===== src/lrf_pkg.sv =====
`timescale 1ns / 1ps
// shared types, sizes and codes of the load record framer
// no dependencies
`default_nettype none

package lrf_pkg;

  // buffered block size in bytes, 1 to 256
  localparam int BLOCK_BYTES = 256;
  localparam int CNT_W       = $clog2(BLOCK_BYTES + 1);
  localparam int WORDS       = (BLOCK_BYTES + 7) / 8;
  localparam int WA_W        = (WORDS > 1) ? $clog2(WORDS) : 1;

  localparam logic [1:0] ACT_DATA = 2'd0;
  localparam logic [1:0] ACT_XFER = 2'd1;
  localparam logic [1:0] ACT_END  = 2'd2;

  localparam logic [7:0] REC_LOAD = 8'h01;
  localparam logic [7:0] REC_XFER = 8'h02;
  localparam logic [7:0] REC_END  = 8'h03;

  typedef struct packed {
    logic [1:0]  action;
    logic [15:0] address;
    logic [7:0]  value;
  } in_t;

  typedef struct packed {
    logic [63:0] out_bytes;
    logic [3:0]  byte_count;
    logic        last_of_run;
  } out_t;

  // one data chunk cut from a buffer word
  typedef struct packed {
    logic [63:0] bytes;
    logic [3:0]  count;
    logic        is_last;
  } chunk_t;

endpackage

`default_nettype wire


===== src/lrf_ram.sv =====
`timescale 1ns / 1ps
// generic simple dual-port ram, registered read with read enable
// no dependencies
`default_nettype none

module lrf_ram #(
  parameter int WIDTH = 64,
  parameter int DEPTH = 32,
  parameter int AW    = (DEPTH > 1) ? $clog2(DEPTH) : 1
) (
  input  wire logic             clk,
  input  wire logic             wr_en,
  input  wire logic [AW-1:0]    wr_addr,
  input  wire logic [WIDTH-1:0] wr_data,
  input  wire logic             rd_en,
  input  wire logic [AW-1:0]    rd_addr,
  output logic      [WIDTH-1:0] rd_data
);

  logic [WIDTH-1:0] mem [DEPTH];

  always_ff @(posedge clk) begin
    if (wr_en) begin
      mem[wr_addr] <= wr_data;
    end
    if (rd_en) begin
      rd_data <= mem[rd_addr];
    end
  end

endmodule

`default_nettype wire


===== src/lrf_chunk.sv =====
`timescale 1ns / 1ps
// cuts one data chunk of up to eight bytes from a buffer word
// depends on lrf_pkg
`default_nettype none

module lrf_chunk (
  input  wire logic [63:0]  word,
  input  wire logic [15:0]  remain,
  output lrf_pkg::chunk_t   chunk
);
  import lrf_pkg::*;

  logic [3:0] n;

  always_comb begin
    n             = (remain > 16'd8) ? 4'd8 : remain[3:0];
    chunk.count   = n;
    chunk.is_last = (remain <= 16'd8);
    for (int i = 0; i < 8; i++) begin
      // bytes past the chunk end read as zero
      chunk.bytes[8*i +: 8] = (4'(i) < n) ? word[8*i +: 8] : 8'h00;
    end
  end

endmodule

`default_nettype wire


===== src/load_record_framer.sv =====
`timescale 1ns / 1ps
// load record framer top level: sequencer, block buffer ram, output register
// depends on lrf_pkg, lrf_ram, lrf_chunk
//
//  channel   ports                           beat
//  input     in_valid  in_stall  in_data     action, address, value
//  output    out_valid out_stall out_data    out_bytes, byte_count, last_of_run
//
// a data byte that joins the run is accepted with a buffer word read, then merged
// and written back into the word ram in S_WR
// a flush emits a load record header beat, then one beat per chunk of up to 8 bytes,
// with the chunk reads paced by the single ram read port
// transfer and end records emit one beat each after any flush
// rst_n is synchronous; the buffer ram is not cleared, only bytes below the
// fill count are ever output; output stalls hold the sequencer in its record states
`default_nettype none

module load_record_framer (
  input  wire logic         clk,
  input  wire logic         rst_n,
  input  wire logic         in_valid,
  output logic              in_stall,
  input  wire lrf_pkg::in_t in_data,
  output logic              out_valid,
  input  wire logic         out_stall,
  output lrf_pkg::out_t     out_data
);
  import lrf_pkg::*;

  // sequencer states
  localparam logic [2:0] S_IDLE = 3'd0;
  localparam logic [2:0] S_HDR  = 3'd1;  // emit load record header
  localparam logic [2:0] S_FOUT = 3'd2;  // emit data chunks
  localparam logic [2:0] S_TREC = 3'd3;  // emit transfer record
  localparam logic [2:0] S_EREC = 3'd4;  // emit end record
  localparam logic [2:0] S_WR   = 3'd5;  // merge byte, write word back

  logic [2:0]       state_r, state_nxt;
  logic [CNT_W-1:0] count_r, count_nxt;
  logic [15:0]      start_r, start_nxt;
  logic [15:0]      prev_r, prev_nxt;
  logic             prev_valid_r, prev_valid_nxt;
  logic             xfer_seen_r, xfer_seen_nxt;
  logic [WA_W-1:0]  w_r, w_nxt;
  in_t              item_r, item_nxt;
  logic             out_valid_r, out_valid_nxt;
  out_t             out_r, out_nxt;

  // buffer ram port signals
  logic             rd_en, wr_en;
  logic [WA_W-1:0]  rd_addr, wr_addr;
  logic [63:0]      rd_data, wr_data;

  logic             accept;
  logic             out_free;
  logic             run, brk;
  logic [15:0]      count16;
  logic [WA_W-1:0]  cnt_word;
  logic [2:0]       cnt_lane;
  logic [15:0]      remain;
  logic [15:0]      hdr_len;
  chunk_t           chunk;

  lrf_ram #(
    .WIDTH (64),
    .DEPTH (WORDS)
  ) u_buf (
    .clk     (clk),
    .wr_en   (wr_en),
    .wr_addr (wr_addr),
    .wr_data (wr_data),
    .rd_en   (rd_en),
    .rd_addr (rd_addr),
    .rd_data (rd_data)
  );

  lrf_chunk u_chunk (
    .word   (rd_data),
    .remain (remain),
    .chunk  (chunk)
  );

  assign in_stall  = (state_r != S_IDLE);
  assign accept    = in_valid && (state_r == S_IDLE);
  assign out_valid = out_valid_r;
  assign out_data  = out_r;
  // output register can take a new beat this cycle
  assign out_free  = !out_valid_r || !out_stall;

  assign count16  = 16'(count_r);
  assign cnt_word = WA_W'(count16 >> 3);
  assign cnt_lane = count16[2:0];
  assign remain   = count16 - 16'({w_r, 3'b000});
  assign hdr_len  = count16 + 16'd2;

  // run test on the incoming item; the address space does not wrap
  assign run = prev_valid_r && (prev_r != 16'hFFFF) &&
               (in_data.address == prev_r + 16'd1);
  assign brk = !run || (count16 >= 16'(BLOCK_BYTES));

  always_comb begin
    state_nxt      = state_r;
    count_nxt      = count_r;
    start_nxt      = start_r;
    prev_nxt       = prev_r;
    prev_valid_nxt = prev_valid_r;
    xfer_seen_nxt  = xfer_seen_r;
    w_nxt          = w_r;
    item_nxt       = item_r;
    out_nxt        = out_r;
    out_valid_nxt  = out_valid_r && out_stall;
    rd_en          = 1'b0;
    rd_addr        = cnt_word;
    wr_en          = 1'b0;
    wr_addr        = cnt_word;
    wr_data        = rd_data;
    wr_data[8*cnt_lane +: 8] = item_r.value;

    unique case (state_r)
      S_IDLE: begin
        if (accept) begin
          item_nxt = in_data;
          unique case (in_data.action)
            ACT_DATA: begin
              if (brk && (count_r != '0)) begin
                state_nxt = S_HDR;
              end else begin
                if (brk) begin
                  start_nxt = in_data.address;
                end
                rd_en     = 1'b1;
                state_nxt = S_WR;
              end
            end
            ACT_XFER: begin
              state_nxt = (count_r != '0) ? S_HDR : S_TREC;
            end
            ACT_END: begin
              // end after a transfer does nothing at all
              if (!xfer_seen_r) begin
                state_nxt = (count_r != '0) ? S_HDR : S_EREC;
              end
            end
            default: begin
              // unused action code is dropped
            end
          endcase
        end
      end
      S_HDR: begin
        if (out_free) begin
          out_valid_nxt         = 1'b1;
          out_nxt.out_bytes     = {32'd0, start_r[15:8], start_r[7:0],
                                   hdr_len[7:0], REC_LOAD};
          out_nxt.byte_count    = 4'd4;
          out_nxt.last_of_run   = 1'b0;
          rd_en                 = 1'b1;
          rd_addr               = '0;
          w_nxt                 = '0;
          state_nxt             = S_FOUT;
        end
      end
      S_FOUT: begin
        if (out_free) begin
          out_valid_nxt       = 1'b1;
          out_nxt.out_bytes   = chunk.bytes;
          out_nxt.byte_count  = chunk.count;
          // a data item ends its run on the flush itself
          out_nxt.last_of_run = chunk.is_last && (item_r.action == ACT_DATA);
          if (!chunk.is_last) begin
            // keep the read one word ahead
            rd_en   = 1'b1;
            rd_addr = w_r + WA_W'(1);
            w_nxt   = w_r + WA_W'(1);
          end else begin
            count_nxt = '0;
            if (item_r.action == ACT_DATA) begin
              start_nxt = item_r.address;
              rd_en     = 1'b1;
              rd_addr   = '0;
              state_nxt = S_WR;
            end else if (item_r.action == ACT_XFER) begin
              state_nxt = S_TREC;
            end else begin
              state_nxt = S_EREC;
            end
          end
        end
      end
      S_TREC: begin
        if (out_free) begin
          out_valid_nxt       = 1'b1;
          out_nxt.out_bytes   = {32'd0, item_r.address[15:8], item_r.address[7:0],
                                 REC_XFER, REC_XFER};
          out_nxt.byte_count  = 4'd4;
          out_nxt.last_of_run = 1'b1;
          prev_nxt            = item_r.address;
          start_nxt           = item_r.address;
          prev_valid_nxt      = 1'b1;
          xfer_seen_nxt       = 1'b1;
          state_nxt           = S_IDLE;
        end
      end
      S_EREC: begin
        if (out_free) begin
          out_valid_nxt       = 1'b1;
          out_nxt.out_bytes   = {56'd0, REC_END};
          out_nxt.byte_count  = 4'd1;
          out_nxt.last_of_run = 1'b1;
          prev_nxt            = 16'd0;
          start_nxt           = 16'd0;
          prev_valid_nxt      = 1'b1;
          state_nxt           = S_IDLE;
        end
      end
      S_WR: begin
        // read-modify-write of the word that holds the new byte
        wr_en          = 1'b1;
        count_nxt      = count_r + CNT_W'(1);
        prev_nxt       = item_r.address;
        prev_valid_nxt = 1'b1;
        state_nxt      = S_IDLE;
      end
      default: begin
        state_nxt = S_IDLE;
      end
    endcase
  end

  always_ff @(posedge clk) begin
    if (!rst_n) begin
      state_r      <= S_IDLE;
      count_r      <= '0;
      start_r      <= '0;
      prev_r       <= '0;
      prev_valid_r <= 1'b0;
      xfer_seen_r  <= 1'b0;
      w_r          <= '0;
      out_valid_r  <= 1'b0;
    end else begin
      state_r      <= state_nxt;
      count_r      <= count_nxt;
      start_r      <= start_nxt;
      prev_r       <= prev_nxt;
      prev_valid_r <= prev_valid_nxt;
      xfer_seen_r  <= xfer_seen_nxt;
      w_r          <= w_nxt;
      out_valid_r  <= out_valid_nxt;
    end
  end

  // payload registers
  always_ff @(posedge clk) begin
    item_r <= item_nxt;
    out_r  <= out_nxt;
  end

  // fill count never passes the block size
  a_count_bound: assert property (@(posedge clk) disable iff (!rst_n)
    count16 <= 16'(BLOCK_BYTES))
    else $error("block fill count above block size");

  // a write-back only lands inside the block
  a_wr_in_block: assert property (@(posedge clk) disable iff (!rst_n)
    wr_en |-> (count16 < 16'(BLOCK_BYTES)))
    else $error("buffer write past block end");

  // the sequencer never reads and writes the buffer ram in one cycle
  a_rd_wr_excl: assert property (@(posedge clk) disable iff (!rst_n)
    !(rd_en && wr_en))
    else $error("buffer read and write in same cycle");

  // a stalled output holds the chunk sequencer in S_FOUT
  a_stall_hold: assert property (@(posedge clk) disable iff (!rst_n)
    (out_valid_r && out_stall && (state_r == S_FOUT)) |=> (state_r == S_FOUT))
    else $error("chunk sequencer moved under output stall");

  // every beat carries one to eight bytes
  a_beat_len: assert property (@(posedge clk) disable iff (!rst_n)
    out_valid_r |-> ((out_r.byte_count != 4'd0) && (out_r.byte_count <= 4'd8)))
    else $error("output beat byte count out of range");

endmodule

`default_nettype wire


===== config.mk =====
export PLATFORM = sky130hd
export DESIGN_NAME = load_record_framer
export DESIGN_NICKNAME = d
export VERILOG_FILES = /design/src/lrf_pkg.sv /design/src/lrf_ram.sv /design/src/lrf_chunk.sv /design/src/load_record_framer.sv
export SDC_FILE = /design/constraint.sdc
export NUM_CORES = 2
export LEC_CHECK = 0
export BUFFER_PORTS_ARGS = -buffer_cell sky130_fd_sc_hd__buf_2
export CORE_MARGIN = 3
export CORE_UTILIZATION = 45
export DETAILED_ROUTE_END_ITERATION = 8
export SLEW_MARGIN = 15
export SYNTH_ARGS = -nofsm -noshare
export SYNTH_HDL_FRONTEND = slang
export SYNTH_SLANG_ARGS = --single-unit

===== constraint.sdc =====
create_clock -name clk -period 12.3 [get_ports clk]
set_input_delay 2.46 -clock clk [delete_from_list [all_inputs] [get_ports clk]]
set_output_delay 2.46 -clock clk [all_outputs]
set_load 0.05 [all_outputs]

Word-level counts from Yosys, hierarchy flattened
Memories as Yosys holds them, arrays and structs flattened. A register that Yosys moved wholly into a read port is not among the register bits.
Index checks and enable logic that the tools add are counted.
{"block": "classes", "addsub": 6, "magnitude_cmp": 11, "n_eq_ne": 24, "shift": 2, "muxes": 66, "reduce_logical": 33}
{"operator": "$mux W69", "n": 4}
{"operator": "$pmux W69 S4", "n": 1}
{"operator": "$mux W16", "n": 9}
{"operator": "$bwmux W64", "n": 1}
{"operator": "$mux W8", "n": 8}
{"operator": "$pmux W16 S4", "n": 1}
{"operator": "$shift A8 B34 Y64 const A", "n": 1}
{"operator": "$shiftx A8 B34 Y64", "n": 1}
{"operator": "$pmux W16 S3", "n": 1}
{"operator": "$mux W5", "n": 7}
{"operator": "$neg A6 Y34", "n": 1}
{"operator": "$mux W3", "n": 10}
{"operator": "$ne A2 B2 Y1 const B", "n": 10}
{"operator": "$pmux W5 S2", "n": 2}
{"operator": "$mux W9", "n": 2}
{"operator": "$pmux W9 S2", "n": 1}
{"operator": "$add A16 B1 Y16 const B", "n": 1}
{"operator": "$eq A16 B16 Y1", "n": 1}
{"operator": "$gt A16 B4 Y1 const B", "n": 1}
{"operator": "$le A16 B4 Y1 const B", "n": 1}
{"operator": "$lt A3 B4 Y1 const A", "n": 4}
{"operator": "$ne A16 B16 Y1 const B", "n": 1}
{"operator": "$mux W1", "n": 13}
{"operator": "$pmux W3 S4", "n": 1}
{"operator": "37 further kinds", "n": 59}
{"block": "word_totals", "regBits": 147, "mem_bits_rw": 2048, "in_bits": 30, "out_inout_bits": 71, "memories": 1}
{"name": "u_buf.mem", "words": 32, "word_bits": 64, "read_ports": 1, "rd_clocked_by_memory_dff": 1, "wr": 1, "line_no": "lrf_ram.sv:20", "text": "logic [WIDTH-1:0] mem [DEPTH];"}

Depth between registers and ports, before layout
{"block": "depth", "word_depth": 10, "depth_mapped": 18, "ltp_nobuf": 13}

Hierarchy
Synthesis repeated with hierarchy kept, for this count alone.
{"block": "unflattened", "cells_unflattened": 4113, "hier_area_um2": 88722.6}
{"module": "lrf_ram", "instances": 1, "cells_per_inst": 3096, "area_per_inst_um2": 79605.1, "seq_area_each_um2": 63420.8}
{"module": "load_record_framer", "instances": 1, "cells_per_inst": 927, "area_per_inst_um2": 8469.4, "seq_area_each_um2": 3893.7}
{"module": "lrf_chunk", "instances": 1, "cells_per_inst": 90, "area_per_inst_um2": 648.1, "seq_area_each_um2": 0.0}

Least setup slack after synthesis
Ideal clock, no wire load.
{"block": "synth_timing", "path_kind": "in2reg", "from": "input port in_data[12] in the netlist's numbering", "to": "register u_buf.rd_data[0] (read register of u_buf.mem) (enable)", "setup_time_ns": 0.575, "arrival_time_ns": 8.491, "required_ns": 11.725, "path_slack_ns": 3.234, "stages": 7, "path_buffers": 0, "path_cell_list": "xor2_1 -> a211o_1 -> a2111oi_0 -> o2111ai_1 -> or4_1 -> nor2b_1 -> o21ai_0"}
{"block": "synth_between", "elab_chain_len": 9}
{"element": "start: declaration", "line_no": "load_record_framer.sv:23", "text": "input wire lrf_pkg::in_t in_data,"}
{"element": "$eq A16 B16 Y1", "line_no": "load_record_framer.sv:98", "text": "(in_data.address == prev_r + 16'd1);"}
{"element": "$logic_and A1 B1 Y1", "line_no": "load_record_framer.sv:97", "text": "assign run = prev_valid_r && (prev_r != 16'hFFFF) &&"}
{"element": "$logic_not A1 Y1", "line_no": "load_record_framer.sv:99", "text": "assign brk = !run || (count16 >= 16'(BLOCK_BYTES));"}
{"element": "$logic_or A1 B1 Y1", "line_no": "load_record_framer.sv:99"}
{"element": "$logic_and A1 B1 Y1", "line_no": "load_record_framer.sv:125", "text": "if (brk && (count_r != '0)) begin"}
{"element": "$mux W1", "line_no": "load_record_framer.sv:125"}
{"element": "$mux W1", "line_no": "load_record_framer.sv:123", "text": "unique case (in_data.action)"}
{"element": "$mux W1", "line_no": "load_record_framer.sv:121", "text": "if (accept) begin"}
{"element": "$pmux W1 S3", "line_no": "load_record_framer.sv:119", "text": "unique case (state_r)"}
{"element": "net rd_en", "line_no": "load_record_framer.sv:50", "text": "logic rd_en, wr_en;"}
{"element": "end: declaration", "line_no": "lrf_ram.sv:17", "text": "output logic [WIDTH-1:0] rd_data"}
The timed path passes the listed nets, and every way through them passes these cells.
A chain may end at the register's enable or synchronous reset.

Worst setup path after layout
{"block": "layout_timing", "from": "input port out_stall", "to": "register u_buf.rd_data[7] (read register of u_buf.mem) (data pin)"}
{"block": "layout_between", "elab_chain_len": 4, "word_cells_on_any_way": 8}
{"element": "start: declaration", "line_no": "load_record_framer.sv:25", "text": "input wire logic out_stall,"}
{"element": "$logic_not A1 Y1 (*)", "line_no": "load_record_framer.sv:88", "text": "assign out_free = !out_valid_r || !out_stall;"}
{"element": "$logic_or A1 B1 Y1 (*)", "line_no": "load_record_framer.sv:88"}
{"element": "$mux W1 (tied with other cells)", "line_no": "load_record_framer.sv:164", "text": "if (out_free) begin"}
{"element": "$pmux W1 S3 or $pmux W5 S2 (tied branches)", "line_no": "load_record_framer.sv:119"}
Every way passes the cells marked *; elsewhere a longest branch is shown, timed or not.

==> results.json <==
{
  "ys_seq_area_share_pct": 74.2,
  "routed_wl_um": 286000,
  "yosysMostFrequentCell": "edfxtp_1",
  "initial_core_util_pct": 45.3,
  "dp_hpwl_um": 137000,
  "syn_inst": 6148,
  "yosysTopAreaCellShare_pct": 73.1,
  "reg2reg_depth": 15,
  "async_flop_share_pct": 0,
  "ant_nets": 0,
  "final_util_pct": 50.4,
  "hold_path_startpoint": "xfer_seen_r$_SDFFE_PN0P_",
  "synth_area_leaders": "edfxtp_1, nand2_1, a211oi_1, and3_1, mux2i_1",
  "hold_class": "register to register",
  "avgViaCountPerCell": 6.39,
  "cts_buffers": 220,
  "crit_chain": "buf_2 > nand2_1 > nand2_1 > nor2_1 > a31oi_1 > nand3_2 > buf_4 > nor2_8 > buf_4 > buf_4 > nand2_1 > a311oi_1 > nor3_1 > a211oi_1",
  "min_to": "xfer_seen_r$_SDFFE_PN0P_",
  "wl_per_cell_um": 31.7,
  "vias": 57700,
  "maxCapViolCount": 0,
  "cts_buffer_depth": 3,
  "root_buffer": "clkbuf_16",
  "wl_met1_um": 113000,
  "dr.pass1.iters": 6,
  "gp_congestion": 0.866,
  "arrival_ns": 7.38,
  "nets": 6214,
  "relSlewSlack_pct": 9.90,
  "worstReg2RegEnd": "u_buf.rd_data[28]$_DFFE_PP_",
  "ys.flop_type": "edfxtp_1",
  "syn-mean-instance-area_um2": 14.8,
  "overflow": 0,
  "setup_viol": 0,
  "clock-sinks": 2259,
  "timing.rr.start": "count_r[3]$_SDFFE_PN0P_",
  "post_cts_buffers": 0,
  "syn_area_um2": 90700,
  "wl_met2_um": 132000,
  "slowest_stage": "buf_4",
  "synth_top_cell_by_area": "edfxtp_1",
  "grt_antenna_before_repair": 23,
  "die_x_um": 455,
  "synthesis.nets": 6194,
  "drcViolationCount": 0,
  "grt_pass1_vias": 54300,
  "core_um2": 200000,
  "slowest_delay_ns": 0.80,
  "final.setup.tns_ns": 0,
  "synth_common_cells": "edfxtp_1, nand2_1, a211oi_1",
  "rsz0062_at_grt": "no",
  "tritoncts": "done",
  "critPathMaxFanout": 59,
  "cts_resized": 0,
  "status": "completed",
  "fin_skew_ns": 0.0315,
  "clk_pin_slew_ns": 0.07,
  "synth-edff-count": 2207,
  "p_leak_nw": 33.8,
  "cp-end-kind": "register",
  "hold_path_depth": 2,
  "die-area_um2": 207000,
  "path_buf_inv": 4,
  "slew_viol_final": 0,
  "final.min_clock_period_ns": 6.72,
  "max_freq_mhz": 149,
  "tightest_slew_ns": 1.35,
  "ys_ff_latch": 2259,
  "htree_levels": 4,
  "ys_warn_count": 0,
  "dieHeight_um": 455,
  "fillCellCount": 16700,
  "criticalPathCategory": "primary input to register",
  "grt_pass1_wl_um": 402000,
  "top_layer_used": "met5",
  "drtIter0Drc": 8862,
  "ios": 101,
  "ff_latch_area_um2": 67300,
  "multi_input_comb_area_um2": 21500,
  "wl_met3_um": 30800,
  "hold_buffers": 0,
  "cp_top_family": "buffers and inverters",
  "drive_gt1_share_pct": 11.4,
  "clkLatencyLatePin_ns": 0.86,
  "power_mw": 15.6,
  "syn2layout_area_growth_pct": 11.1,
  "grt_max_degree": 186,
  "synth_cell_type_count": 86,
  "rows": 164,
  "vdd_drop_max_mv": 0.156,
  "finalHoldViolCount": 0,
  "reg2reg_slack_ns": 5.67,
  "place.port_buffers": 100,
  "cellPowerDensity_nw_per_um2": 155,
  "finalCritPeriodShare_pct": 54.6,
  "startpoint_type": "primary input",
  "track_usage_pct": 27.0,
  "crit_required_ns": 12.96
}
## sequential cells by signal, indices dropped and copies added, names as in the netlist
register / flops
out_data: 69
prev_valid_r: 1
start_r: 16
count_r: 9
prev_r: 16
item_r: 26
w_r: 5
u_buf.mem: 2048
state_r: 3
xfer_seen_r: 1
u_buf.rd_data: 64
out_valid: 1
## kinds of logic after synthesis
| logic type | after synthesis | share of synthesized area, % |
|---|---|---|
| compound gates | 1318 | 10.3 |
| xor+xnor | 35 | 0.338 |
| fa+ha+maj | 16 | 0.229 |
| buf+inv | 469 | 2.48 |
| flops | 2259 | 74.2 |
| mux | 288 | 3.29 |
| simple gates | 1763 | 9.11 |
## stage by stage
stage                     instance area [um2]  setup WS, ns  std cells  hold WS (ns)
after detailed placement                94000          4.89       8602         0.461
after global routing                   101000          5.37       9016         0.509
after floorplan                         90700          3.23       6148         0.436
after global placement                  94000          4.91       8602         0.453
final                                  101000          5.58       9027         0.482
after CTS                              101000          5.75       9010         0.477
## cell usage in the layout (no fill, tap or decap), drive strengths merged, types with 27 or more instances in the layout
cell	netlist	layout
nor3	49	49
clkinv	1	113
clkbuf	230	280
a311oi	110	110
edfxtp	2207	2207
and2	43	43
mux2i	204	204
buf	221	249
o22ai	92	92
o21ai	145	145
a21oi	130	130
a31oi	185	185
dfxtp	52	52
nand2	911	911
a211o	31	31
o211ai	27	27
a211oi	399	399
and3	364	364
o221ai	74	74
mux2	84	84
nor2	125	125
nor4	40	40
nand3	183	183
a22oi	34	34
## routing by layer
layer | global-route usage [%] | up-vias
met3 | 5.03 | 548
met1 | 37.9 | 29500
met5 | 0 | -
met4 | 9.92 | 2
met2 | 42.3 | 3393
li1 | - | 24200
## worst reg2reg max path: stages, from the launching register on
cell and delay, ns:
dfxtp_1 0.61, inv_1 0.18, ha_1 0.27, fa_1 0.43, nor2b_4 0.17, or3_1 0.13, a31oi_2 0.10, a21boi_2 0.65
a32o_1 0.45, or2_4 0.66, buf_4 0.82, buf_4 0.74, a211oi_1 0.15, o21ai_0 0.24, a41oi_1 0.16, nor4_1 0.58
## power breakdown
part / internal (mW) / total, mW / switching (mW) / leakage, nW
registers: 8.59 / 8.64 / 0.0520 / 20.3
logic: 0.0897 / 0.544 / 0.455 / 10.2
clock network: 3.50 / 6.39 / 2.89 / 3.30
total: 12.2 / 15.6 / 3.39 / 33.8
## cell type report
type | count | area share (%)
multi-input combinational | 3420 | 21.4
antenna | 17 | 0.0422
clock inverter | 128 | 0.892
inverter | 18 | 0.0671
tap | 2656 | 3.30
timing repair buffer | 249 | 1.74
sequential | 2259 | 66.8
clock buffer | 280 | 5.77
## worst max-delay path by stage
| stage | startpoint | endpoint | cells after the start |
|---|---|---|---|
| after global placement | out_stall | u_buf.rd_data[7]$_DFFE_PP_ | 14 |
| final | out_stall | u_buf.rd_data[7]$_DFFE_PP_ | 14 |
| after detailed placement | out_stall | u_buf.rd_data[7]$_DFFE_PP_ | 14 |
| after CTS | out_stall | u_buf.rd_data[7]$_DFFE_PP_ | 14 |
| after global routing | out_stall | u_buf.rd_data[7]$_DFFE_PP_ | 14 |
| after floorplan | in_data[12] | u_buf.rd_data[0]$_DFFE_PP_ | 7 |
Power figures use the tool's default switching activity.
